`config.mk`:
```
export PLATFORM = sky130hd
export DESIGN_NAME = cpp_fifo
export DESIGN_NICKNAME = d
export VERILOG_FILES = /design/src/design/cpp_fifo.sv
export SDC_FILE = /design/constraint.sdc
export NUM_CORES = 1
export LEC_CHECK = 0
export BUFFER_PORTS_ARGS = -buffer_cell sky130_fd_sc_hd__buf_2
export CAP_MARGIN = 20
export CORE_AREA = 2 2 72 74
export DETAILED_ROUTE_END_ITERATION = 7
export DIE_AREA = 0 0 74 76
export PLACE_DENSITY_LB_ADDON = 0.05
export SYNTH_ARGS = -nofsm -noshare
export SYNTH_HDL_FRONTEND = slang
export SYNTH_SLANG_ARGS = --single-unit
```
`constraint.sdc`:
```
create_clock -name clk -period 2.9 [get_ports clk]
set_input_delay 0.58 -clock clk [delete_from_list [all_inputs] [get_ports clk]]
set_output_delay 0.58 -clock clk [all_outputs]
set_load 0.01 [all_outputs]
```
`src/design/cpp_fifo.sv`:
```
// small register queue between front and back
`timescale 1ns / 1ps
`default_nettype none
module cpp_fifo #(
    parameter int DEPTH = 4,
    parameter int WIDTH = 8
) (
    input  wire logic             clk,
    input  wire logic             rst_n,
    input  wire logic             wr_en,
    input  wire logic [WIDTH-1:0] wr_data,
    input  wire logic             rd_en,
    output logic      [WIDTH-1:0] rd_data,
    output logic                  full,
    output logic                  empty
);
    localparam int PW = (DEPTH > 1) ? $clog2(DEPTH) : 1;
    localparam int CW = $clog2(DEPTH + 1);

    logic [WIDTH-1:0] mem_reg [DEPTH];
    logic [PW-1:0] wr_ptr_reg, wr_ptr_next, rd_ptr_reg, rd_ptr_next;
    logic [CW-1:0] count_reg, count_next;
    logic do_wr, do_rd;

    assign full    = (count_reg == CW'(DEPTH));
    assign empty   = (count_reg == '0);
    assign do_wr   = wr_en && !full;
    assign do_rd   = rd_en && !empty;
    assign rd_data = mem_reg[rd_ptr_reg];

    always_comb
    begin
        wr_ptr_next = wr_ptr_reg;
        rd_ptr_next = rd_ptr_reg;
        count_next  = count_reg;
        if (do_wr)
        begin
            wr_ptr_next = (wr_ptr_reg == PW'(DEPTH - 1)) ? '0 : wr_ptr_reg + 1'b1;
        end
        if (do_rd)
        begin
            rd_ptr_next = (rd_ptr_reg == PW'(DEPTH - 1)) ? '0 : rd_ptr_reg + 1'b1;
        end
        if (do_wr && !do_rd)
        begin
            count_next = count_reg + 1'b1;
        end
        else if (do_rd && !do_wr)
        begin
            count_next = count_reg - 1'b1;
        end
    end

    always_ff @(posedge clk or negedge rst_n)
    begin
        if (!rst_n)
        begin
            wr_ptr_reg <= '0;
            rd_ptr_reg <= '0;
            count_reg  <= '0;
        end
        else
        begin
            wr_ptr_reg <= wr_ptr_next;
            rd_ptr_reg <= rd_ptr_next;
            count_reg  <= count_next;
        end
    end

    always_ff @(posedge clk)
    begin
        if (do_wr)
        begin
            mem_reg[wr_ptr_reg] <= wr_data;
        end
    end

    a_not_full_and_empty: assert property (@(posedge clk) disable iff (!rst_n)
        !(full && empty)) else $error("queue full and empty at once");
    a_full_holds: assert property (@(posedge clk) disable iff (!rst_n)
        (full && !rd_en) |=> full) else $error("full queue lost an entry");
    a_count_bound: assert property (@(posedge clk) disable iff (!rst_n)
        count_reg <= CW'(DEPTH)) else $error("queue count past depth");
endmodule
`default_nettype wire

```
======== Yosys cells after proc, flatten, opt, wreduce, memory -nomap -nowiden ========
Memory sizes are Yosys's and may differ from the RTL's.
Cells that the tools add are included.
word-level totals
  register bits after elaboration ......... 7
  memory bits (writable) .................. 32
  logic and storage cells ................. 27
  memories kept ........................... 1
memories
  name     depth  width  read ports  clocked after memory_dff  wr ports  line  RTL
  mem_reg  4      8      1           0                         1         20    logic [WIDTH-1:0] mem_reg [DEPTH];
cells by class
  add/subtract/negate cells ............... 4
  eq/ne operators ......................... 3
  muxes and demuxes ....................... 6
  reductions and logical operators ........ 10
operators by type and width
  cell                 number
  $mux 3               2
  $add 2x1->2 const B  2
  $eq 2x2->1 const B   2
  $logic_and 1x1->1    4
  $logic_not 1->1      4
  $mux 2               2
  $add 3x1->3 const B  1
  $eq 3x3->1 const B   1
  $logic_not 3->1      1
  $sub 3x1->3 const B  1
  $mux 1               2
  $reduce_bool 2->1    1

======== Depth between registers and ports, before layout ========
Gate-level depths: netlist of the first run.
  word-level depth ........................ 7
  gate-level depth with buffers ........... 9
  mapped depth without buffers ............ 8

======== Least setup slack after synthesis of the first run ========
Ideal clock, no wire load.
  kind .................................... reg2reg
  start ................................... register count_reg[0]
  end ..................................... register count_reg[2]
  setup time .............................. 79 ps
  arrival time ............................ 1,984 ps
  slack ................................... 836 ps
  stages on the path, launching flop included .. 9
  path buffers ............................ 0
  cell sequence ........................... dfrtp_1 > nor3_1 > nand2b_4 > ha_1 > inv_1 > fa_1 > xor2_1 > nor2_1 > xor2_1
between the ends
  word-level cells in the longest chain between the ends .. 6
  elaborated cells on any way between the ends .. 15
  classes of those cells .................. add/sub (2); eq/ne (1); mux (2); reduce/logical (10)
RTL lines
  item                                                line  RTL
  start, declared                                     22    logic [CW-1:0] count_reg, count_next;
  start signal, assigned                              66    count_reg <= count_next;
  $logic_not 3->1 (*)                                 26    assign empty = (count_reg == '0);
  net empty                                           15    output logic empty
  $logic_not 1->1 (*)                                 28    assign do_rd = rd_en && !empty;
  $logic_and 1x1->1 (*)                               28
  $logic_not 1->1                                     44    if (do_wr && !do_rd)
  $logic_and 1x1->1                                   44
  $mux 3 / $reduce_bool 2->1 (equally long branches)  -
The timed path passes the listed nets; every way through them passes the cells marked *. The select of a mux whose other input is x is not followed.
A chain may end at the register's enable or synchronous reset.

======== Worst setup path in the final report of the first run ========
  start ................................... register rd_ptr_reg[0]
  end ..................................... output port rd_data[1]
between the ends
  word-level cells in the longest chain between the ends .. 1
RTL lines
  item                    line  RTL
  start, declared         21    logic [PW-1:0] wr_ptr_reg, wr_ptr_next, rd_ptr_reg, rd_ptr_next;
  start signal, assigned  65    rd_ptr_reg <= rd_ptr_next;
  $mem_v2 4x8             -
  end, declared           13    output logic [WIDTH-1:0] rd_data,
Every way passes these cells.

==> impl_metrics.env, run 1 <==
export IMPL_reg2reg_depth=8
export IMPL_hold_violations=0
export IMPL_ios=22
export IMPL_critical_path_class="flip-flop to output port"
export IMPL_nets=123
export IMPL_yosys_mux_area_fraction=0.151
export IMPL_dp_cells=167
export IMPL_synthSimpleGateAreaFrac=0.0541
export IMPL_drv_cap=0
export IMPL_dpl_cell_area_sq_um=1790
export IMPL_mostFrequentLayoutCells="edfxtp_1, buf_2, mux4_2"
export IMPL_wl_met2_microns=1280
export IMPL_vdd_ir_drop_max_v=0.000297
export IMPL_htree_levels=2
export IMPL_cp_end_kind="output port"
export IMPL_max_stage_delay_ns=0.73
export IMPL_grt_pass1_wl_microns=4200
export IMPL_clk_latency_ns=0.29
export IMPL_num_vias=751
export IMPL_synthAdderAreaFrac=0.0587
export IMPL_yosysWarnings=0
export IMPL_antenna_found_initial=0
export IMPL_area_delta_synth_final_pct=17.9
export IMPL_synth_top_family_by_area="multiplexers"
export IMPL_cts_setup_buffers=0
export IMPL_wl_microns=2630
export IMPL_cts_tree="done"
export IMPL_drtIter0Drc=103
export IMPL_crit_required_ns=2.32
export IMPL_avgSynthCellArea_sq_um=20.5
export IMPL_cts_buffers=5
export IMPL_detail_route_wl_per_cell_microns=15.0
export IMPL_io_buffers=21
export IMPL_fp_dieW_microns=74
export IMPL_grt_max_degree=13
export IMPL_fillCellCount=452
export IMPL_period_share=0.811
export IMPL_initial_core_util=0.330
export IMPL_synth_compound_area_frac=0
export IMPL_stdcell_area_sq_um=1910
export IMPL_top_layer="met4"
export IMPL_die_area_sq_um=5620
export IMPL_largest_reg_flops=32
export IMPL_startpoint_type="flip-flop"
export IMPL_fin_util=0.389
export IMPL_synthesis_nets=98
export IMPL_post_cts_resized=0
export IMPL_synth_cells=79
export IMPL_num_rows=26
export IMPL_cts_root_buf="clkbuf_8"
export IMPL_path_clk_slew_ns=0.08
export IMPL_worstMarginPinSlew_ns=0.608
export IMPL_stdcell_count=175
export IMPL_slew_violations=0
export IMPL_ant_nets=0
export IMPL_vias_per_cell=4.29
export IMPL_p_per_area_nw_per_um2=1010
export IMPL_min_period_ns=2.35
export IMPL_drc=0
export IMPL_hold_path_class="input port to async pin"
export IMPL_multi_input_area_sq_um=453
export IMPL_layout_commonest_cell="edfxtp_1"
export IMPL_outcome="completed"
export IMPL_gp_routability_congestion=0.643
export IMPL_grt_pass1_vias=799
export IMPL_grt_setup_unrepaired="false"
export IMPL_finalClockSkew_ns=0.00636
export IMPL_fin_tns_setup_ns=0
export IMPL_r2r_setup_slack_ns=0.91
export IMPL_grt_usage=0.106
export IMPL_cts_sinks=39
export IMPL_r2r_start="count_reg[2]"
export IMPL_finalSetupViolations=0
export IMPL_worst_path_max_delay_cell="dfrtp_1"
export IMPL_cts_hold_buf=0
export IMPL_synth_seq_area_share=0.701
export IMPL_mappedNetlistArea_sq_um=1620
export IMPL_drive_gt1_frac=0.467
export IMPL_grt_overflow=0
export IMPL_crit_chain="mux4_2 > buf_2"
export IMPL_arrival_ns=1.77
export IMPL_dr_wl_met3_microns=120
export IMPL_worst_r2r_endpoint="count_reg[2]"
export IMPL_drt_met1_wl_microns=1180
export IMPL_clockBufferDepth=2
export IMPL_synth_cell_types=19
export IMPL_regArea_sq_um=1140
export IMPL_die_h_microns=76
export IMPL_n_antenna_cell=0
export IMPL_drtPass1Iterations=4
export IMPL_ys_ff_latch=39
export IMPL_cp_max_fo=11
export IMPL_max_slew_margin=0.595
export IMPL_core_area_sq_um=4910
export IMPL_leakage_uw=0.000715
export IMPL_synth_xor_area_share=0.0162
export IMPL_fmax_ghz=0.425
export IMPL_hpwlAfterDp_microns=1720
metrics by stage:
step                worst slack (ns)  power [uW]  hold slack [ns]
finish                         0.547        1930            0.120
floorplan                      0.836        1310            0.284
global route                   0.380        2070            0.111
global placement               0.751        1490            0.429
detailed placement             0.781        1500            0.435
CTS                            0.469        1970            0.114
Yosys cell counts:
library cell / number / area (sq um)
xnor2_1: 1 / 8.76
mux2_4: 2 / 30.0
buf_2: 1 / 5.00
buf_1: 1 / 3.75
mux4_2: 8 / 180
nor2_1: 3 / 11.3
buf_6: 1 / 11.3
dfrtp_1: 7 / 175
inv_1: 3 / 11.3
nor3_1: 1 / 5.00
nor2b_2: 1 / 8.76
ha_1: 6 / 75.1
xor2_1: 2 / 17.5
fa_1: 1 / 20.0
edfxtp_1: 32 / 961
and2_2: 4 / 30.0
nor3b_4: 1 / 18.8
nand2b_4: 1 / 13.8
mux2_2: 3 / 33.8
cell type report:
class                           count  area share
Timing Repair Buffer               21      0.0550
Multi-Input combinational cell     34       0.237
Tap cell                           70      0.0458
Clock buffer                        6      0.0432
Clock inverter                      2      0.0183
Sequential cell                    39       0.595
Inverter                            3     0.00589
kinds of logic (layout without fill, tap and decap cells):
kind of cell | count (synthesis) | count (layout)
xor gates and xnor gates | 3 | 3
adders and majority gates | 7 | 7
buffers and inverters | 6 | 32
DFF | 39 | 39
muxes | 13 | 13
and+or+nand+nor | 11 | 11
layer usage:
metal  vias up  GRT usage
met5         -          0
met2        15      0.160
met3         5     0.0410
met4         0     0.0491
li1        350          -
met1       381      0.134
power by group:
group	switching, uW	internal (uW)	total [uW]
Combinational	245	325	570
Sequential	137	758	895
Clock	186	278	464
Total	568	1360	1930
worst max-delay path by stage:
stage	endpoint	cells after the start	slack, ns	start
after floorplan	count_reg[2]	8	0.84	count_reg[0]
after global placement	count_reg[2]	8	0.75	wr_en
after detailed placement	count_reg[2]	8	0.78	wr_en
after CTS	rd_data[1]	2	0.47	rd_ptr_reg[0]
after global routing	rd_data[1]	2	0.38	rd_ptr_reg[0]
final	rd_data[1]	2	0.55	rd_ptr_reg[0]
worst max-delay path: cells and delay by family, from the launching register on:
kind     cells  cell delay (ns)
flops        1             0.73
mux          1             0.59
buf+inv      1             0.16
(Power assumes the default switching activity.)
==> inputs of run 2 (changes only) <==
- clock period: 2.9 -> 1.95 ns (I/O delays scaled with it)
==> run 2 against run 1 <==
  * Sequential cell count is the same
  * Wire length rose by 4.1%
  * Critical path depth is 5 higher
  * Clock skew fell by 0.0025 ns
  * Combinational power up 93%
  * Total power up 52%
  * Non-clock buffer count rose by 10
  * Global-route usage is 0.23 points higher
  * Final cell count is 5.7% higher
  * Sequential power up 45%
  * Critical path type is now flip-flop to flip-flop
  * Largest cell class unchanged
==> impl_metrics.env, run 2 (synthesis results as in run 1) <==
export IMPL_outcome="completed"
export IMPL_layout_commonest_cell="edfxtp_1"
export IMPL_cts_tree="done"
export IMPL_critical_path_class="flip-flop to flip-flop"
export IMPL_wl_met2_microns=1310
export IMPL_period_share=0.974
export IMPL_drc=0
export IMPL_drt_met1_wl_microns=1280
export IMPL_num_rows=26
export IMPL_arrival_ns=2.07
export IMPL_p_int_uw=2060
export IMPL_mostFrequentLayoutCells="edfxtp_1, buf_2, mux4_2"
export IMPL_fin_ws_ns=0.0509
export IMPL_finalSetupViolations=0
export IMPL_sw_frac_of_total=0.301
export IMPL_grt_pass1_wl_microns=4250
export IMPL_grt_pass1_vias=817
export IMPL_worstHoldStart="wr_data[1]"
export IMPL_ios=22
export IMPL_vdd_ir_drop_max_v=0.000550
export IMPL_area_delta_synth_final_pct=23.6
export IMPL_core_area_sq_um=4910
export IMPL_wl_microns=2740
export IMPL_ant_nets=0
export IMPL_drtIter0Drc=49
export IMPL_finalClockSkew_ns=0.00384
export IMPL_drv_cap=0
export IMPL_top_layer="met4"
export IMPL_place_ws_ns=-0.000496
export IMPL_crit_chain="buf_6 > nor3b_4 > nor2b_2 > ha_2 > inv_2 > fa_2 > mux2_2"
export IMPL_fmax_ghz=0.527
export IMPL_netSwitchingPower_uw=884
export IMPL_die_area_sq_um=5620
export IMPL_fp_dieW_microns=74
export IMPL_gp_routability_congestion=0.744
export IMPL_clockBufferDepth=2
export IMPL_max_stage_delay_ns=0.46
export IMPL_io_buffers=21
export IMPL_p_seq_frac=0.442
export IMPL_antenna_found_initial=0
export IMPL_cts_root_buf="clkbuf_8"
export IMPL_clk_latency_ns=0.28
export IMPL_die_h_microns=76
export IMPL_cts_buffers=5
export IMPL_leakage_uw=0.000753
export IMPL_worst_path_max_delay_cell="dfrtp_2"
export IMPL_startpoint_type="flip-flop"
export IMPL_detail_route_wl_per_cell_microns=14.8
export IMPL_p_per_area_nw_per_um2=1470
export IMPL_initial_core_util=0.330
export IMPL_max_slew_margin=0.817
export IMPL_drtPass1Iterations=4
export IMPL_grt_usage=0.109
export IMPL_vias_per_cell=4.24
export IMPL_dr_wl_met3_microns=121
export IMPL_htree_levels=2
export IMPL_num_vias=785
export IMPL_cp_end_kind="flip-flop"
export IMPL_hold_violations=0
export IMPL_drive_gt1_frac=0.548
export IMPL_cts_sinks=39
export IMPL_grt_overflow=0
export IMPL_hpwlAfterDp_microns=1830
export IMPL_grt_setup_unrepaired="true"
export IMPL_min_period_ns=1.90
export IMPL_largest_reg_flops=32
export IMPL_startpoint="count_reg[0]"
export IMPL_hold_path_class="input port to flip-flop"
export IMPL_timing_hold_ws_ns=0.322
export IMPL_slew_violations=0
export IMPL_path_clk_slew_ns=0.07
export IMPL_cp_max_fo=4
export IMPL_pwr_share_comb=0.374
export IMPL_worstMarginPinSlew_ns=0.275
export IMPL_r2r_start="count_reg[0]"
export IMPL_grt_max_degree=12
export IMPL_nets=133
export IMPL_crit_required_ns=2.12
export IMPL_p_clk_frac=0.184
export IMPL_n_antenna_cell=0
## run 2: changes by cell type in the layout (fill, tap and decap cells not counted), sizes merged
cell         before  now
buf              21   30
bufinv            1    0
clkbuf            6    7
dlygate4sd3       0    1
## run 2: metal layers
metal | vias up | track usage
li1 | 370 | -
met1 | 393 | 0.139
met2 | 20 | 0.161
met3 | 2 | 0.0437
met4 | 0 | 0.0491
met5 | - | 0
## run 2: worst max-delay path, delay by kind of cell, from the launching register on
| family | cells | cell delay (ns) |
|---|---|---|
| adders and majority gates | 2 | 0.61 |
| DFF | 1 | 0.46 |
| and+or+nand+nor | 2 | 0.26 |
| muxes | 1 | 0.26 |
| buffers and inverters | 2 | 0.20 |
## run 2: power by group through the flow
stage	clock network, uW	registers, uW	logic (uW)
floorplan	0	1240	722
global placement	0	1310	986
detailed placement	0	1320	984
CTS	562	1300	1010
global route	597	1330	1230
finish	540	1300	1100
## run 2: final cells by class
type,count,area (sq um)
clock inverters,1,3.75
clock buffers,7,86.3
well taps,70,87.6
multi-input cells,34,469
flip-flops and latches,39,1140
inverters,3,11.3
fillers,472,2910
repair buffers,31,205
## run 2: worst paths after layout
kind | to | slack, ns | cells past startpoint
hold / removal | mem_reg[3][1] | 0.32 | 1
setup / recovery | count_reg[1] | 0.05 | 7
hold reg to reg | count_reg[2] | 0.56 | 1
setup reg to reg | count_reg[1] | 0.05 | 7
min in group asynchronous | wr_ptr_reg[1] | 0.47 | 2
max in group asynchronous | rd_ptr_reg[1] | 1.30 | 2
## run 2: through the flow
step                      std cells  instance area (sq um)  setup TNS [ns]  utilization  total power [uW]
final                           185                   2000               0        0.408              2940
after CTS                       179                   1930               0        0.394              2880
after floorplan                  79                   1630               0            -              1960
after global routing            185                   2000         -0.0544        0.408              3160
after detailed placement        169                   1830       -0.000496        0.372              2300
after global placement          169                   1830               0        0.372              2300
## run 2: what timing repair did
item,in CTS,in global routing
resized for setup,1,8
endpoints found under the setup margin,2,4
gates cloned,0,0
hold endpoints to repair,7,0
setup buffers,1,6
hold buffers,1,0
pin swaps,0,3
==> inputs of run 3 (changes only) <==
- ABC_AREA: default -> 1
- CORE_AREA: 2 2 72 74 -> 2 2 74 76
- DIE_AREA: 0 0 74 76 -> 0 0 76 78
==> run 3 against run 2 <==
  * Non-clock buffer count fell by 1
  * Wire length grew 15%
  * Global-route usage up 0.76 points
  * Utilization is 0.14 points higher
  * Synthesized area grew 8.6%
  * Final cell count grew 39%
==> impl_metrics.env, run 3 <==
export IMPL_outcome="completed"
export IMPL_ant_nets=0
export IMPL_grt_pass1_vias=1126
export IMPL_ys_top_cells_by_count="nand2_1, edfxtp_1, inv_1"
export IMPL_worstMarginPinSlew_ns=0.346
export IMPL_grt_max_degree=36
export IMPL_vias_per_cell=4.35
export IMPL_cp_max_fo=4
export IMPL_hold_violations=0
export IMPL_slew_violations=0
export IMPL_fmax_ghz=0.564
export IMPL_place_ws_ns=0.0688
export IMPL_io_buffers=21
export IMPL_cts_sinks=39
export IMPL_nets=205
export IMPL_async_flop_share=0.179
export IMPL_finalSetupViolations=0
export IMPL_period_share=0.909
export IMPL_synth_seq_area_share=0.646
export IMPL_max_slew_margin=0.770
export IMPL_htree_levels=2
export IMPL_detail_route_wl_per_cell_microns=12.3
export IMPL_yosysMostFrequentCell="nand2_1"
export IMPL_layout_commonest_cell="nand2_1"
export IMPL_num_vias=1117
export IMPL_synthesis_nets=173
export IMPL_synth_cell_types=16
export IMPL_crit_required_ns=2.11
export IMPL_critical_path_class="flip-flop to flip-flop"
export IMPL_ios=22
export IMPL_synth_ff_type="edfxtp_1"
export IMPL_n_antenna_cell=0
export IMPL_wl_microns=3160
export IMPL_fin_tns_setup_ns=0
export IMPL_cts_tree="done"
export IMPL_drive_gt1_frac=0.225
export IMPL_grt_usage=0.116
export IMPL_cp_end_kind="flip-flop"
export IMPL_avgSynthCellArea_sq_um=11.4
export IMPL_core_area_sq_um=5040
export IMPL_cts_root_buf="clkbuf_8"
export IMPL_mostFrequentLayoutCells="nand2_1, edfxtp_1, inv_1"
export IMPL_netlist_area_leader_share=0.546
export IMPL_drc=0
export IMPL_die_h_microns=78
export IMPL_path_clk_slew_ns=0.07
export IMPL_finalClockSkew_ns=0.00697
export IMPL_fp_dieW_microns=76
export IMPL_fin_ws_ns=0.178
export IMPL_hpwlAfterDp_microns=2180
export IMPL_hold_path_class="input port to flip-flop"
export IMPL_num_rows=26
export IMPL_grt_pass1_wl_microns=5220
export IMPL_synth_area_top_cells="edfxtp_1, dfrtp_1, nand2_1"
export IMPL_grt_setup_unrepaired="false"
export IMPL_die_area_sq_um=5930
export IMPL_vdd_ir_drop_max_v=0.000639
export IMPL_drtPass1Iterations=4
export IMPL_synth_cells=154
export IMPL_min_period_ns=1.77
export IMPL_arrival_ns=1.93
export IMPL_gp_routability_congestion=0.704
export IMPL_antenna_found_initial=0
export IMPL_clockBufferDepth=2
export IMPL_clk_latency_ns=0.29
export IMPL_grt_overflow=0
export IMPL_ys_ff_latch=39
export IMPL_synth_edf_count=32
export IMPL_yosys_area_top_type="edfxtp_1"
export IMPL_startpoint_type="flip-flop"
export IMPL_yosysWarnings=0
export IMPL_drtIter0Drc=95
export IMPL_mappedNetlistArea_sq_um=1760
export IMPL_largest_reg_flops=32
export IMPL_initial_core_util=0.349
export IMPL_area_delta_synth_final_pct=17.3
export IMPL_drv_cap=0
export IMPL_leakage_uw=0.000919
export IMPL_p_per_area_nw_per_um2=1410
export IMPL_cts_buffers=5
-- run 3: final timing paths --
path	startpoint	endpoint	slack [ns]	cells after the start
max	count_reg[1]	count_reg[1]	0.18	9
min	wr_data[4]	mem_reg[3][4]	0.32	1
max reg2reg	count_reg[1]	count_reg[1]	0.18	9
min reg2reg	count_reg[2]	count_reg[2]	0.54	2
max in group asynchronous	rst_n	rd_ptr_reg[1]	1.33	2
min in group asynchronous	rst_n	wr_ptr_reg[0]	0.46	2
-- run 3: logic make-up (layout without fill, tap and decap cells) --
group / after synthesis / in the layout / synth area share
AND/OR/NAND/NOR: 53 / 53 / 0.121
XOR/XNOR: 1 / 1 / 0.00498
AO/OA/AOI/OAI: 17 / 17 / 0.0740
adder cells (fa/ha/maj): 7 / 7 / 0.0541
flip-flops: 39 / 39 / 0.646
buffers and inverters: 37 / 70 / 0.100
-- run 3: timing repair --
action | 4_1_cts | 5_1_grt
buffers inserted | 0 | 1
resized for setup | 0 | 3
endpoints found under the hold margin | 7 | 0
endpoints found under the setup margin | 0 | 2
hold buffers | 1 | 0
-- run 3: metal layers --
| metal | up-vias | part of all wire | GRT usage | wire length, microns |
|---|---|---|---|---|
| met5 | - | 0 | 0 | 0 |
| met4 | 0 | 0.014 | 0.0382 | 44 |
| met3 | 5 | 0.034 | 0.0349 | 106 |
| met2 | 16 | 0.51 | 0.213 | 1620 |
| met1 | 529 | 0.44 | 0.130 | 1390 |
| li1 | 567 | - | - | - |
-- run 3: power by group --
part / total [uW] / switching, uW / internal [uW]
logic: 1170 / 719 / 454
registers: 1210 / 90.6 / 1120
clock network: 518 / 268 / 250
total: 2900 / 1080 / 1820
-- run 3: stage by stage --
stage	instance area [sq um]	power (uW)	std cells	utilization	hold WS [ns]
after global routing	2060	3160	257	0.409	0.317
after floorplan	1760	2070	154	-	0.0944
after CTS	2040	2940	256	0.405	0.313
after detailed placement	1950	2420	247	0.386	0.236
after global placement	1950	2370	247	0.386	0.236
final	2060	2900	257	0.409	0.322
-- run 3: worst max-delay path, stage by stage (launching register included) --
cell	delay [ns]
dfrtp_1	0.41
inv_1	0.13
nand3_2	0.12
nand2_2	0.10
inv_1	0.04
ha_1	0.20
inv_1	0.09
fa_1	0.42
nand2_1	0.07
o21ai_0	0.08
-- run 3: area by class of cell --
cell class / instances / area [sq um]
fill: 502 / 2980
sequential: 39 / 1140
multi-input combinational: 78 / 459
timing repair buffer: 30 / 175
inverter: 32 / 120
tap: 70 / 87.6
clock buffer: 6 / 72.6
clock inverter: 2 / 12.5
