## src/design/cpp_pkg.sv

```systemverilog
// shared types and constants of the camera perspective projection block
`timescale 1ns / 1ps
`default_nettype none
package cpp_pkg;

    localparam int COORD_W  = 32;
    localparam int COMP_W   = 18;
    localparam int QUOT_W   = 31;
    localparam int SCR_W    = 16;
    localparam int Q_SHIFT  = 16;
    localparam int PROD_W   = COORD_W + COMP_W;
    localparam int SUM_W    = PROD_W + 2;

    localparam logic [1:0] STATUS_OK       = 2'd0;
    localparam logic [1:0] STATUS_INVALID  = 2'd1;
    localparam logic [1:0] STATUS_OVERFLOW = 2'd2;

    localparam logic [2:0] REG_CAMERA_X      = 3'd0;
    localparam logic [2:0] REG_CAMERA_Y      = 3'd1;
    localparam logic [2:0] REG_CAMERA_Z      = 3'd2;
    localparam logic [2:0] REG_FORWARD_AXIS  = 3'd3;
    localparam logic [2:0] REG_RIGHT_AXIS    = 3'd4;
    localparam logic [2:0] REG_UP_AXIS       = 3'd5;
    localparam logic [2:0] REG_DEPTH_FOCAL   = 3'd6;
    localparam logic [2:0] REG_SCREEN_WINDOW = 3'd7;

    localparam logic [53:0] FORWARD_RESET = 54'd4503599627370496;
    localparam logic [53:0] RIGHT_RESET   = 54'd65536;
    localparam logic [53:0] UP_RESET      = 54'd17179869184;
    localparam logic [63:0] DEPTH_RESET   = 64'd687194767361;
    localparam logic [63:0] WINDOW_RESET  = 64'd288225978112540832;

    typedef struct packed {
        logic signed [31:0] world_x;
        logic signed [31:0] world_y;
        logic signed [31:0] world_z;
    } vertex_t;

    typedef struct packed {
        logic [1:0]              status;
        logic signed [31:0]      view_x;
        logic signed [31:0]      view_y;
        logic signed [31:0]      view_z;
        logic signed [SCR_W-1:0] proj_x;
        logic signed [SCR_W-1:0] proj_y;
    } result_t;

    typedef struct packed {
        logic [31:0] camera_x;
        logic [31:0] camera_y;
        logic [31:0] camera_z;
        logic [53:0] forward_axis;
        logic [53:0] right_axis;
        logic [53:0] up_axis;
        logic [63:0] depth_and_focal;
        logic [63:0] screen_window;
    } cfg_t;

    typedef struct packed {
        logic               invalid;
        logic signed [31:0] rel_x;
        logic signed [31:0] rel_y;
        logic signed [31:0] rel_z;
    } job_t;

    typedef struct packed {
        logic [1:0]         status;
        logic signed [31:0] view_x;
        logic signed [31:0] view_y;
        logic signed [31:0] view_z;
    } side_t;

endpackage
`default_nettype wire

```

## src/design/cpp_front.sv

```systemverilog
// front end: settings registers, request accept and classification
`timescale 1ns / 1ps
`default_nettype none
module cpp_front (
    input  wire logic             clk,
    input  wire logic             rst_n,
    input  wire logic             cfg_we,
    input  wire logic [2:0]       cfg_addr,
    input  wire logic [63:0]      cfg_wdata,
    input  wire logic             push,
    input  wire logic             full,
    input  wire cpp_pkg::vertex_t vertex,
    output logic                  job_wr,
    output cpp_pkg::job_t         job,
    output cpp_pkg::cfg_t         cfg
);
    import cpp_pkg::*;

    cfg_t cfg_reg, cfg_next;
    logic signed [31:0] near_d, focal;
    logic signed [15:0] lo, hi;

    always_comb
    begin
        cfg_next = cfg_reg;
        if (cfg_we)
        begin
            unique case (cfg_addr)
                REG_CAMERA_X:      cfg_next.camera_x        = cfg_wdata[31:0];
                REG_CAMERA_Y:      cfg_next.camera_y        = cfg_wdata[31:0];
                REG_CAMERA_Z:      cfg_next.camera_z        = cfg_wdata[31:0];
                REG_FORWARD_AXIS:  cfg_next.forward_axis    = cfg_wdata[53:0];
                REG_RIGHT_AXIS:    cfg_next.right_axis      = cfg_wdata[53:0];
                REG_UP_AXIS:       cfg_next.up_axis         = cfg_wdata[53:0];
                REG_DEPTH_FOCAL:   cfg_next.depth_and_focal = cfg_wdata;
                REG_SCREEN_WINDOW: cfg_next.screen_window   = cfg_wdata;
            endcase
        end
    end

    always_ff @(posedge clk or negedge rst_n)
    begin
        if (!rst_n)
        begin
            cfg_reg <= '{camera_x: 32'd0, camera_y: 32'd0, camera_z: 32'd0,
                         forward_axis: FORWARD_RESET, right_axis: RIGHT_RESET,
                         up_axis: UP_RESET, depth_and_focal: DEPTH_RESET,
                         screen_window: WINDOW_RESET};
        end
        else
        begin
            cfg_reg <= cfg_next;
        end
    end

    assign cfg    = cfg_reg;
    assign near_d = $signed(cfg_reg.depth_and_focal[31:0]);
    assign focal  = $signed(cfg_reg.depth_and_focal[63:32]);
    assign lo     = $signed(cfg_reg.screen_window[47:32]);
    assign hi     = $signed(cfg_reg.screen_window[63:48]);

    // settings check and camera-relative position, wrapping in 32 bits
    assign job_wr = push && !full;
    assign job    = '{invalid: (near_d <= 0) || (focal <= 0) || (lo > hi),
                      rel_x: vertex.world_x - $signed(cfg_reg.camera_x),
                      rel_y: vertex.world_y - $signed(cfg_reg.camera_y),
                      rel_z: vertex.world_z - $signed(cfg_reg.camera_z)};
endmodule
`default_nettype wire

```

## config.mk

```make
export PLATFORM = sky130hd
export DESIGN_NAME = cpp_front
export DESIGN_NICKNAME = d
export VERILOG_FILES = /design/src/design/cpp_pkg.sv /design/src/design/cpp_front.sv
export SDC_FILE = /design/constraint.sdc
export NUM_CORES = 1
export LEC_CHECK = 0
export BUFFER_PORTS_ARGS = -buffer_cell sky130_fd_sc_hd__buf_2
export CORE_MARGIN = 1
export CORE_UTILIZATION = 30
export CTS_CLUSTER_SIZE = 24
export DETAILED_ROUTE_END_ITERATION = 10
export SLEW_MARGIN = 20
export SYNTH_ARGS = -nofsm -noshare
export SYNTH_HDL_FRONTEND = slang
export SYNTH_SLANG_ARGS = --single-unit
export TNS_END_PERCENT = 10
```

## constraint.sdc

```tcl
create_clock -name clk -period 5.3 [get_ports clk]
set_input_delay 0.265 -clock clk [delete_from_list [all_inputs] [get_ports clk]]
set_output_delay 0.265 -clock clk [all_outputs]
set_load 0.1 [all_outputs]
```

Word level (Yosys, flattened, before mapping):

Index checks and enable logic that the tools add are counted.

* register bits: 386
* input port bits: 168
* output and inout port bits: 484
* logic and storage cells: 34

* add/subtract/negate cells: 3
* magnitude comparators: 3
* eq/ne operators: 7
* reductions and logical operators: 13

Operator list (number)
* 32-bit subtractor: 3
* 32-bit by 1-bit less-or-equal comparator with 1-bit output (second input constant): 2
* 16-bit greater-than comparator: 1
* 2-bit AND reduction: 8
* 3-bit == test (second input constant): 4
* 3-bit by 2-bit == test with 1-bit output (second input constant): 2
* 3-bit by 1-bit == test with 1-bit output (second input constant): 1
* 3-bit logical NOT: 1
* 1-bit logical OR: 2
* 1-bit logical AND: 1
* 1-bit logical NOT: 1

Longest topological paths before layout:

Gate-level depths: netlist of the first run.

* word-level depth: 3
* depth in mapped cells: 12
* depth with buffers taken out: 12

Worst setup path after synthesis of the first run:

Ideal clock, no wire load.

* path kind: register -> output
* start: register cfg_reg, in the netlist cfg[322]
* end: output job[60] in the netlist's numbering
* arrival time: 6.346 ns
* path slack: -1.311 ns
* cell stages (with the launch flop): 11
* path buffers: 0
* path through: dfrtp_1 ha_1 fa_1 and2b_1 o31a_2 o21ai_2 a211oi_1 o21ai_2 o21ai_0 o41ai_2 o311ai_0

RTL lines
* from (decl): line cpp_front.sv:19 `cfg_t cfg_reg, cfg_next;`
* from (signal assigned): line cpp_front.sv:45 `cfg_reg <= '{camera_x: 32'd0, camera_y: 32'd0, camera_z: 32'd0,`
* from (signal assigned): line cpp_front.sv:52 `cfg_reg <= cfg_next;`
* to (decl): line cpp_front.sv:14 `output cpp_pkg::job_t job,`

==> results.toml, run 1 <==
[final_layout]
num-fill-cells = 6282
final_core_utilization_pct = 40.1
flow.area_growth_from_synthesis_pct = 31.6
stdcell_count = 3344
largest_register_ff_count = 386
layout.nets = 2723
share_of_layout_cells_above_drive_strength_1_pct = 43.6

[cts]
post_cts.repair.setup_buffers = 0
ctsLongestPathBuffers = 3
cts.sinks = 386
h_tree_depth = 2
cts_made_buffers = 45
cts.clk_slew.worst_paths_ps = 60
postcts_resize_cnt = 0
cts_root_buffer = "clkbuf_16"
clock_latency_late_sink_ps = 580
tritoncts_clock_tree = "built"

[synth]
dominantRegCellSynth = "dfrtp_1"
ys_ff_latch = 386
post_synth.cell_area_avg_um2 = 11.2
async_flop_share_pct = 100
netlist_instances = 1758
ys_seq_area_share_pct = 49.3
ys_warn_count = 0
syn_area_um2 = 19700
synth-edff-count = 0
synth_cell_types = 64
post_synthesis_net_count = 2038

[die]
core.rowCount = 93
die_width_um = 258
initial_utilization_pct = 30.4
boundary_pin_count = 652
die_y_um = 258
design.core.area_um2 = 64600
die_area_um2 = 66500

[global_route]
grt_util_all_layers_pct = 21.5
grt_pass1_wl_um = 108000
globalRoute.totalOverflow = 0
grt_max_degree = 148
grt_pass1_vias = 17000
grt_antenna_before_repair = 10

[sta]
timing.final.setup_violations = 0
final_min_period_over_clock_period_pct = 90.4
tns_ps = 0
hold_viol_final = 0
headroom_to_the_max_slew_limit_pct = 21.4
worst_clock_skew_ps = 0
tightestPinTransition_ps = 1170
grt_setup_unrepaired = "false"
final.setup.worst_slack_ps = 508
maxClockFrequency_mhz = 209
report.final.slew_viol_count = 0
layout_min_cycle_time_ps = 4790

[drt]
wl_per_cell_um = 22.0
totalWireLength_um = 73400
via_total_after_detailed_routing = 16600
drtPass1Iterations = 5
ant_nets = 0
routed_via_density = 4.96
drc_errors = 0
drt_iter0_drc = 925

[place]
dp.cells = 3219
place_hpwl_um = 56400
place.gp.congestion = 0.939
port-buffer-count = 651
placement.setup.worst_slack_ps = 1160

[worst_setup_path]
worst_setup_path_start_kind = "flip-flop"
worstPathArrival_ps = 4530
critPathRequiredTime_ps = 5040
setup.worst_path.end_class = "primary output"
critPathMaxFanout = 4
critical_path_class = "reg2out"

[worst_hold_path]
min-delay-path-class = "in2reg"

[job]
drv_cap = 0

[status]
status = "complete, no violations"
==> path summary, 6_finish.rpt <==
path,startpoint,endpoint,slack (ps),depth (start not counted)
worst max-delay path,cfg[290]$_DFFE_PN0P_,job[28],510,12
worst min-delay path,cfg_wdata[49],cfg[177]$_DFFE_PN0P_,40,2
worst max register to register,cfg[124]$_DFFE_PN0P_,cfg[124]$_DFFE_PN0P_,4430,1
worst min register to register,cfg[152]$_DFFE_PN0P_,cfg[152]$_DFFE_PN0P_,500,1
max in group asynchronous,rst_n,cfg[382]$_DFFE_PN0P_,3650,3
min in group asynchronous,rst_n,cfg[231]$_DFFE_PN0P_,350,2
==> cell usage after synthesis (3+ instances only) <==
| master | instances | area share, % |
|---|---|---|
| nor4_1 | 20 | 0.64 |
| a31oi_1 | 7 | 0.22 |
| mux2_2 | 296 | 17 |
| inv_1 | 132 | 2.5 |
| dfstp_2 | 27 | 3.6 |
| clkbuf_1 | 59 | 1.1 |
| nor3_1 | 13 | 0.33 |
| and2_1 | 3 | 0.096 |
| o211ai_1 | 7 | 0.27 |
| nor2_1 | 58 | 1.1 |
| nand3_1 | 25 | 0.64 |
| nor2b_1 | 24 | 0.76 |
| o21bai_1 | 8 | 0.31 |
| nand2_1 | 137 | 2.6 |
| o2111ai_1 | 4 | 0.18 |
| a21o_1 | 39 | 1.5 |
| o21a_1 | 15 | 0.57 |
| nand2b_1 | 16 | 0.51 |
| fa_1 | 3 | 0.31 |
| xor2_1 | 21 | 0.94 |
| a21boi_0 | 3 | 0.11 |
| ha_1 | 109 | 6.9 |
| dfrtp_1 | 359 | 46 |
| a311oi_1 | 3 | 0.13 |
| a211oi_1 | 12 | 0.46 |
| o21ai_0 | 142 | 3.6 |
| a21oi_1 | 83 | 2.1 |
| and3_1 | 9 | 0.29 |
| nand4b_1 | 4 | 0.18 |
| nand4_1 | 12 | 0.38 |
| xnor2_1 | 60 | 2.7 |
| nor3b_1 | 4 | 0.15 |
| or4_1 | 3 | 0.11 |
==> routing by layer <==
metal | track usage (%) | wire (µm) | up-vias
li1 | - | - | 7588
met1 | 25.3 | 29400 | 8208
met2 | 37.6 | 36300 | 671
met3 | 5.36 | 5290 | 124
met4 | 7.92 | 2420 | 4
met5 | 0 | 34 | -
==> logic make-up (layout without fill, tap and decap cells) <==
group,after synthesis,in the layout,share of synthesized area (%)
other,0,10,0
adder cells (fa/ha/maj),112,112,7.25
AND/OR/NAND/NOR,335,335,8.11
multiplexers,297,297,17.0
AO/OA/AOI/OAI,356,356,11.0
flip-flops,386,386,49.3
XOR/XNOR,81,81,3.61
buffers and inverters,191,912,3.65
==> layout by cell type, fill, tap and decap left out, types with 4 or more instances in the layout <==
cell type        n
a31oi_1          7
and3_1           9
nor2_1          58
o21bai_1         8
ha_1           109
dfrtp_1        359
dlygate4sd3_1   32
nor2b_1         24
nor3_1          11
nand4_1         12
buf_4           12
diode_2         10
clkinv_2         8
nand4b_1         4
dfstp_2         27
xnor2_1         60
buf_2          650
o21a_1          15
o211ai_1         7
clkbuf_8        12
o21ai_0        142
bufinv_16        5
a21oi_1         83
a21o_1          39
clkbuf_16       45
nor4_1          20
inv_1          132
xor2_1          21
o2111ai_1        4
nand2b_1        16
a211oi_1        12
clkinvlp_4       4
nand3_1         25
nand2_1        137
mux2_2         296
clkbuf_1         5
==> stage by stage <==
step / area [µm²] / hold slack [ps]
2_1_floorplan: 19700 / -30.6
3_3_place_gp: 23900 / 388
3_5_place_dp: 23900 / 401
4_1_cts: 25800 / 6.80
5_1_grt: 25900 / 28.0
6_report: 25900 / 43.6
==> area by class of cell <==
| class | count | area (µm²) | share of cell area (%) |
|---|---|---|---|
| diodes | 10 | 25.0 | 0.0967 |
| clock buffers | 62 | 1310 | 5.06 |
| clock inverters | 21 | 288 | 1.11 |
| inverters | 132 | 495 | 1.92 |
| multi-input cells | 1181 | 9270 | 35.8 |
| flip-flops and latches | 386 | 9690 | 37.5 |
| well taps | 855 | 1070 | 4.14 |
| repair buffers | 697 | 3720 | 14.4 |
==> worst max-delay path: stages (launching register included) <==
cell      delay (ps)
dfrtp_1          410
ha_1             250
fa_1             420
nor2b_1          130
o21ai_0          110
a21oi_1          240
o22a_1           230
a41o_1           210
o211ai_1         210
a211oi_1         790
o221ai_1         280
xnor2_1          200
buf_2            450
==> repair_timing <==
item,in CTS,in global routing
hold buffers,32,0
endpoints found under the setup margin,0,0
hold endpoints to repair,215,0
Power of run 1 is left out: the tool's default activity adds up to more than one toggle a clock period on the data nets, which glitch-free logic cannot reach.
==> run 2: changes to the inputs <==
Settings changed: PLACE_DENSITY set to 0.63.
==> run 2 against run 1 <==
Via count is 0.52% higher. Core utilization hardly changed. Cell count is 0.15% lower. Flip-flop and latch count stayed put. Routed wire length is 0.79% higher. Count of clock-buffer cells in the layout is 3 higher. Cell area hardly changed. Worst hold slack worse by 8.3 ps. Largest cell class unchanged. Clock skew stayed put. First-iteration DRC count is 17% higher. Critical path type unchanged. Die area stayed put. Register-to-register slack worse by 90 ps.
==> results.toml, run 2 (same netlist as run 1, synthesis figures left out) <==
[drt]
via_total_after_detailed_routing = 16700
drt_iter0_drc = 1082
totalWireLength_um = 74000
drtPass1Iterations = 5
routed_via_density = 5.00
ant_nets = 0
wl_per_cell_um = 22.2
drc_errors = 0

[final_layout]
share_of_layout_cells_above_drive_strength_1_pct = 43.4
layout.cells.most_common = "buf_2"
flow.area_growth_from_synthesis_pct = 31.6
largest_register_ff_count = 386
layout.nets = 2720
top_library_cells_by_usage_in_the_layout_fill_and_taps_aside = "buf_2, dfrtp_1, mux2_2, o21ai_0, nand2_1"

[worst_setup_path]
setup.worst_path.end_class = "primary output"
crit_path_end = "job[62]"
worst_path_most_repeated_cell = "o21ai_2"
timing.critical_path.from = "cfg[322]$_DFFE_PN0P_"
worst_path_largest_cell_delay_ps = 690
critPathRequiredTime_ps = 5040
worst_setup_path_start_kind = "flip-flop"
worst_r2r_startpoint = "cfg[112]$_DFFE_PN0P_"
critical_path_class = "reg2out"
crit-reg2reg-capture = "cfg[112]$_DFFE_PN0P_"
reg2reg_setup_slack_ps = 4340
path_cells = "ha_1 > fa_1 > and2b_1 > o31a_2 > o21ai_2 > a211oi_1 > o21ai_2 > o21ai_0 > o21ai_1 > o41ai_1 > xor2_1 > buf_2"
worstPathArrival_ps = 4610
critPathMaxFanout = 4
worst-r2r-cell-count = 1
timing.critical_path.slowest_stage_cell = "o21ai_0"

[sta]
hold_viol_final = 0
headroom_to_the_max_slew_limit_pct = 29.8
tightestPinTransition_ps = 1050
final_min_period_over_clock_period_pct = 92.0
grt_setup_unrepaired = "false"
report.final.slew_viol_count = 0
holdWs_ps = 35.3
maxClockFrequency_mhz = 205
layout_min_cycle_time_ps = 4880
timing.final.setup_violations = 0
worst_clock_skew_ps = 0
final.setup.worst_slack_ps = 424

[die]
core.rowCount = 93
initial_utilization_pct = 30.4
design.core.area_um2 = 64600
die_width_um = 258
die_area_um2 = 66500
die_y_um = 258
boundary_pin_count = 652

[global_route]
globalRoute.totalOverflow = 0
grt_antenna_before_repair = 7
grt_pass1_vias = 17100
grt_max_degree = 158
grt_pass1_wl_um = 109000
grt_util_all_layers_pct = 21.7

[job]
drv_cap = 0

[cts]
post_cts.repair.setup_buffers = 0
clock_latency_late_sink_ps = 580
ctsLongestPathBuffers = 3
cts_root_buffer = "clkbuf_16"
tritoncts_clock_tree = "built"
cts_made_buffers = 46
cts.clk_slew.worst_paths_ps = 60
postcts_resize_cnt = 0
cts.sinks = 386
h_tree_depth = 2

[status]
status = "complete, no violations"

[place]
placement.setup.worst_slack_ps = 1090
port-buffer-count = 651
place_hpwl_um = 56500
place.gp.congestion = 0.946

[worst_hold_path]
min-delay-path-class = "in2reg"
## run 2: cell types whose count changed in the layout (fill, tap and decap cells not counted), sizes merged
cell	change
inv	-2
clkbuf	+3
clkinvlp	-3
dlygate4sd3	-2
bufinv	+1
diode	-2
clkinv	+2
buf	-2
## run 2: layer usage
layer	global-route usage, %	share of wire, %	up-vias
li1	-	-	7572
met1	25.6	40	8247
met2	38.1	49	725
met3	5.42	7.5	136
met4	7.33	3.2	2
met5	0	0.015	-
## run 2: stage by stage
step                std cells  instance area (µm²)  TNS (ps)  util (%)
floorplan                1758                19700      -129         -
global placement         3217                23900         0      37.0
detailed placement       3217                23900         0      37.0
CTS                      3331                25800         0      40.0
global route             3334                25800         0      40.0
finish                   3339                25900         0      40.0
## run 2: critical path: cells and delay by family, from the launching register on
kind / cells / cell delay (ps)
AO/OA/AOI/OAI: 7 / 2160
adder cells (fa/ha/maj): 2 / 630
buffers and inverters: 1 / 440
flip-flops: 1 / 390
AND/OR/NAND/NOR: 1 / 230
XOR/XNOR: 1 / 170
## run 2: worst min-delay path by stage
stage               cells after the start              endpoint  slack (ps)     startpoint
global placement                        1  cfg[281]$_DFFE_PN0P_         330          rst_n
detailed placement                      1  cfg[171]$_DFFE_PN0P_         330          rst_n
floorplan                               0    cfg[0]$_DFFE_PN0P_         -30          rst_n
global route                            2  cfg[225]$_DFFE_PN0P_          10  cfg_wdata[43]
CTS                                     2  cfg[109]$_DFFE_PN0P_         0.5  cfg_wdata[45]
finish                                  2  cfg[109]$_DFFE_PN0P_          40  cfg_wdata[45]
## run 2: what timing repair did
item                                    CTS  global route
endpoints found under the setup margin    0             0
endpoints found under the hold margin   184             0
hold buffers                             30             0
## run 2: area by class of cell
| type | instances | area, µm² |
|---|---|---|
| repair buffers | 693 | 3700 |
| fillers | 6301 | 38700 |
| clock inverters | 19 | 305 |
| well taps | 855 | 1070 |
| multi-input cells | 1181 | 9270 |
| flip-flops and latches | 386 | 9690 |
| clock buffers | 65 | 1310 |
| inverters | 132 | 495 |
| diodes | 8 | 20.0 |
Power of run 2 is left out for the same reason.
==> run 3: changes to the inputs <==
Settings changed: HOLD_SLACK_MARGIN set to 0.15.
Clock period 5.3 ns to 4.6 ns, I/O delays scaled along.
==> run 3 against run 2 <==
Clock skew unchanged. Worst hold slack better by 290 ps. Via count up 1.7%. Largest cell class unchanged.
==> results.toml, run 3 (same netlist as run 1, synthesis figures left out) <==
[status]
status = "complete, no violations"

[final_layout]
seqCellArea_um2 = 9690
largest_register_ff_count = 386
fin_area_um2 = 26300
layout.nets = 2759
multi_input_comb_area_um2 = 9280
flow.area_growth_from_synthesis_pct = 33.7
share_of_layout_cells_above_drive_strength_1_pct = 43.2
layout.cells.most_common = "buf_2"
num-fill-cells = 6379
top_library_cells_by_usage_in_the_layout_fill_and_taps_aside = "buf_2, dfrtp_1, mux2_2, o21ai_0, nand2_1"

[worst_setup_path]
path_cells = "inv_1 > ha_1 > a21o_1 > a211o_1 > nor4_2 > a21oi_1 > a221o_1 > a21bo_2 > a21oi_1 > o21ai_1 > xnor2_1 > buf_2"
cpLargestDelayFamily = "compound AO/OA/AOI/OAI gates"
setup.worst_path.end_class = "primary output"
critical_path_class = "reg2out"
timing.critical_path.slowest_stage_cell = "buf_2"
worst_path_most_repeated_cell = "a21oi_1"
critPathRequiredTime_ps = 4370
worstPathArrival_ps = 4140
worst_path_largest_cell_delay_ps = 470
critPathMaxFanout = 6
worst_setup_path_start_kind = "flip-flop"
number_of_buffers_and_inverters_on_the_critical_path = 2

[worst_hold_path]
min-delay-path-class = "in2async"

[drt]
drc_errors = 0
drt_iter0_drc = 1150
wl_per_cell_um = 22.2
totalWireLength_um = 75000
routed_via_density = 5.02
via_total_after_detailed_routing = 17000
drtPass1Iterations = 5
ant_nets = 0

[cts]
cts.sinks = 386
h_tree_depth = 2
clock_latency_late_sink_ps = 570
cts_made_buffers = 45
ctsLongestPathBuffers = 3
cts_root_buffer = "clkbuf_16"
cts.clk_slew.worst_paths_ps = 60
tritoncts_clock_tree = "built"

[die]
die_area_um2 = 66500
design.core.area_um2 = 64600
initial_utilization_pct = 30.4
boundary_pin_count = 652
core.rowCount = 93
die_width_um = 258
die_y_um = 258

[global_route]
grt_antenna_before_repair = 7
globalRoute.totalOverflow = 0
grt_util_all_layers_pct = 21.9
grt_pass1_vias = 17400
grt_pass1_wl_um = 110000
grt_max_degree = 115

[sta]
final_min_period_over_clock_period_pct = 95.0
holdWs_ps = 327
headroom_to_the_max_slew_limit_pct = 36.2
tightestPinTransition_ps = 957
final.setup.worst_slack_ps = 228
hold_viol_final = 0
worst_clock_skew_ps = 0
timing.final.setup_violations = 0
report.final.slew_viol_count = 0
maxClockFrequency_mhz = 229
grt_setup_unrepaired = "false"
layout_min_cycle_time_ps = 4370

[place]
place.gp.congestion = 0.942
port-buffer-count = 651
place_hpwl_um = 57300
place_area_um2 = 24000
placement.setup.worst_slack_ps = 460

[job]
drv_cap = 0
==> run 3: through the flow <==
step                      utilization [%]  setup TNS [ps]  std cells
final                                40.7               0       3377
after global routing                 40.7               0       3374
after CTS                            40.6               0       3370
after detailed placement             37.1               0       3221
after global placement               37.1               0       3221
after floorplan                         -           -2520       1758
==> run 3: area by class of cell <==
cell class                      count  share of cell area (%)
Antenna cell                        6                  0.0571
Clock buffer                       57                    4.65
Clock inverter                     27                    1.58
Inverter                          132                    1.89
Multi-Input combinational cell   1181                    35.3
Sequential cell                   386                    36.9
Tap cell                          855                    4.07
Timing Repair Buffer              733                    15.6
==> run 3: path summary, 6_finish.rpt <==
path | startpoint | endpoint | slack (ps) | cells past startpoint
max in group asynchronous | rst_n | cfg[351]$_DFFE_PN0P_ | 3100 | 3
hold / removal | rst_n | cfg[180]$_DFFE_PN0P_ | 330 | 2
setup reg to reg | cfg[112]$_DFFE_PN0P_ | cfg[112]$_DFFE_PN0P_ | 3640 | 1
hold reg to reg | cfg[204]$_DFFE_PN0P_ | cfg[204]$_DFFE_PN0P_ | 500 | 1
setup / recovery | cfg[300]$_DFFE_PN0P_ | job[27] | 230 | 12
min in group clk | cfg_addr[2] | cfg[11]$_DFFE_PN0P_ | 410 | 4
==> run 3: timing repair <==
item                                    4_1_cts  5_1_grt
endpoints found under the setup margin        5        4
gates resized for setup                       3        5
setup buffers                                 0        1
hold endpoints to repair                    441        0
pin swaps                                     0        1
hold buffers                                 65        0
==> run 3: metal layers <==
metal | vias up | wire length, µm | global-route usage (%) | part of all wire, %
met5 | - | 17 | 0 | 0.023
met4 | 2 | 2460 | 7.73 | 3.3
met3 | 142 | 5900 | 5.36 | 7.9
met2 | 751 | 37200 | 38.5 | 50
met1 | 8420 | 29400 | 26.0 | 39
li1 | 7650 | - | - | -
Power of run 3 is left out for the same reason.
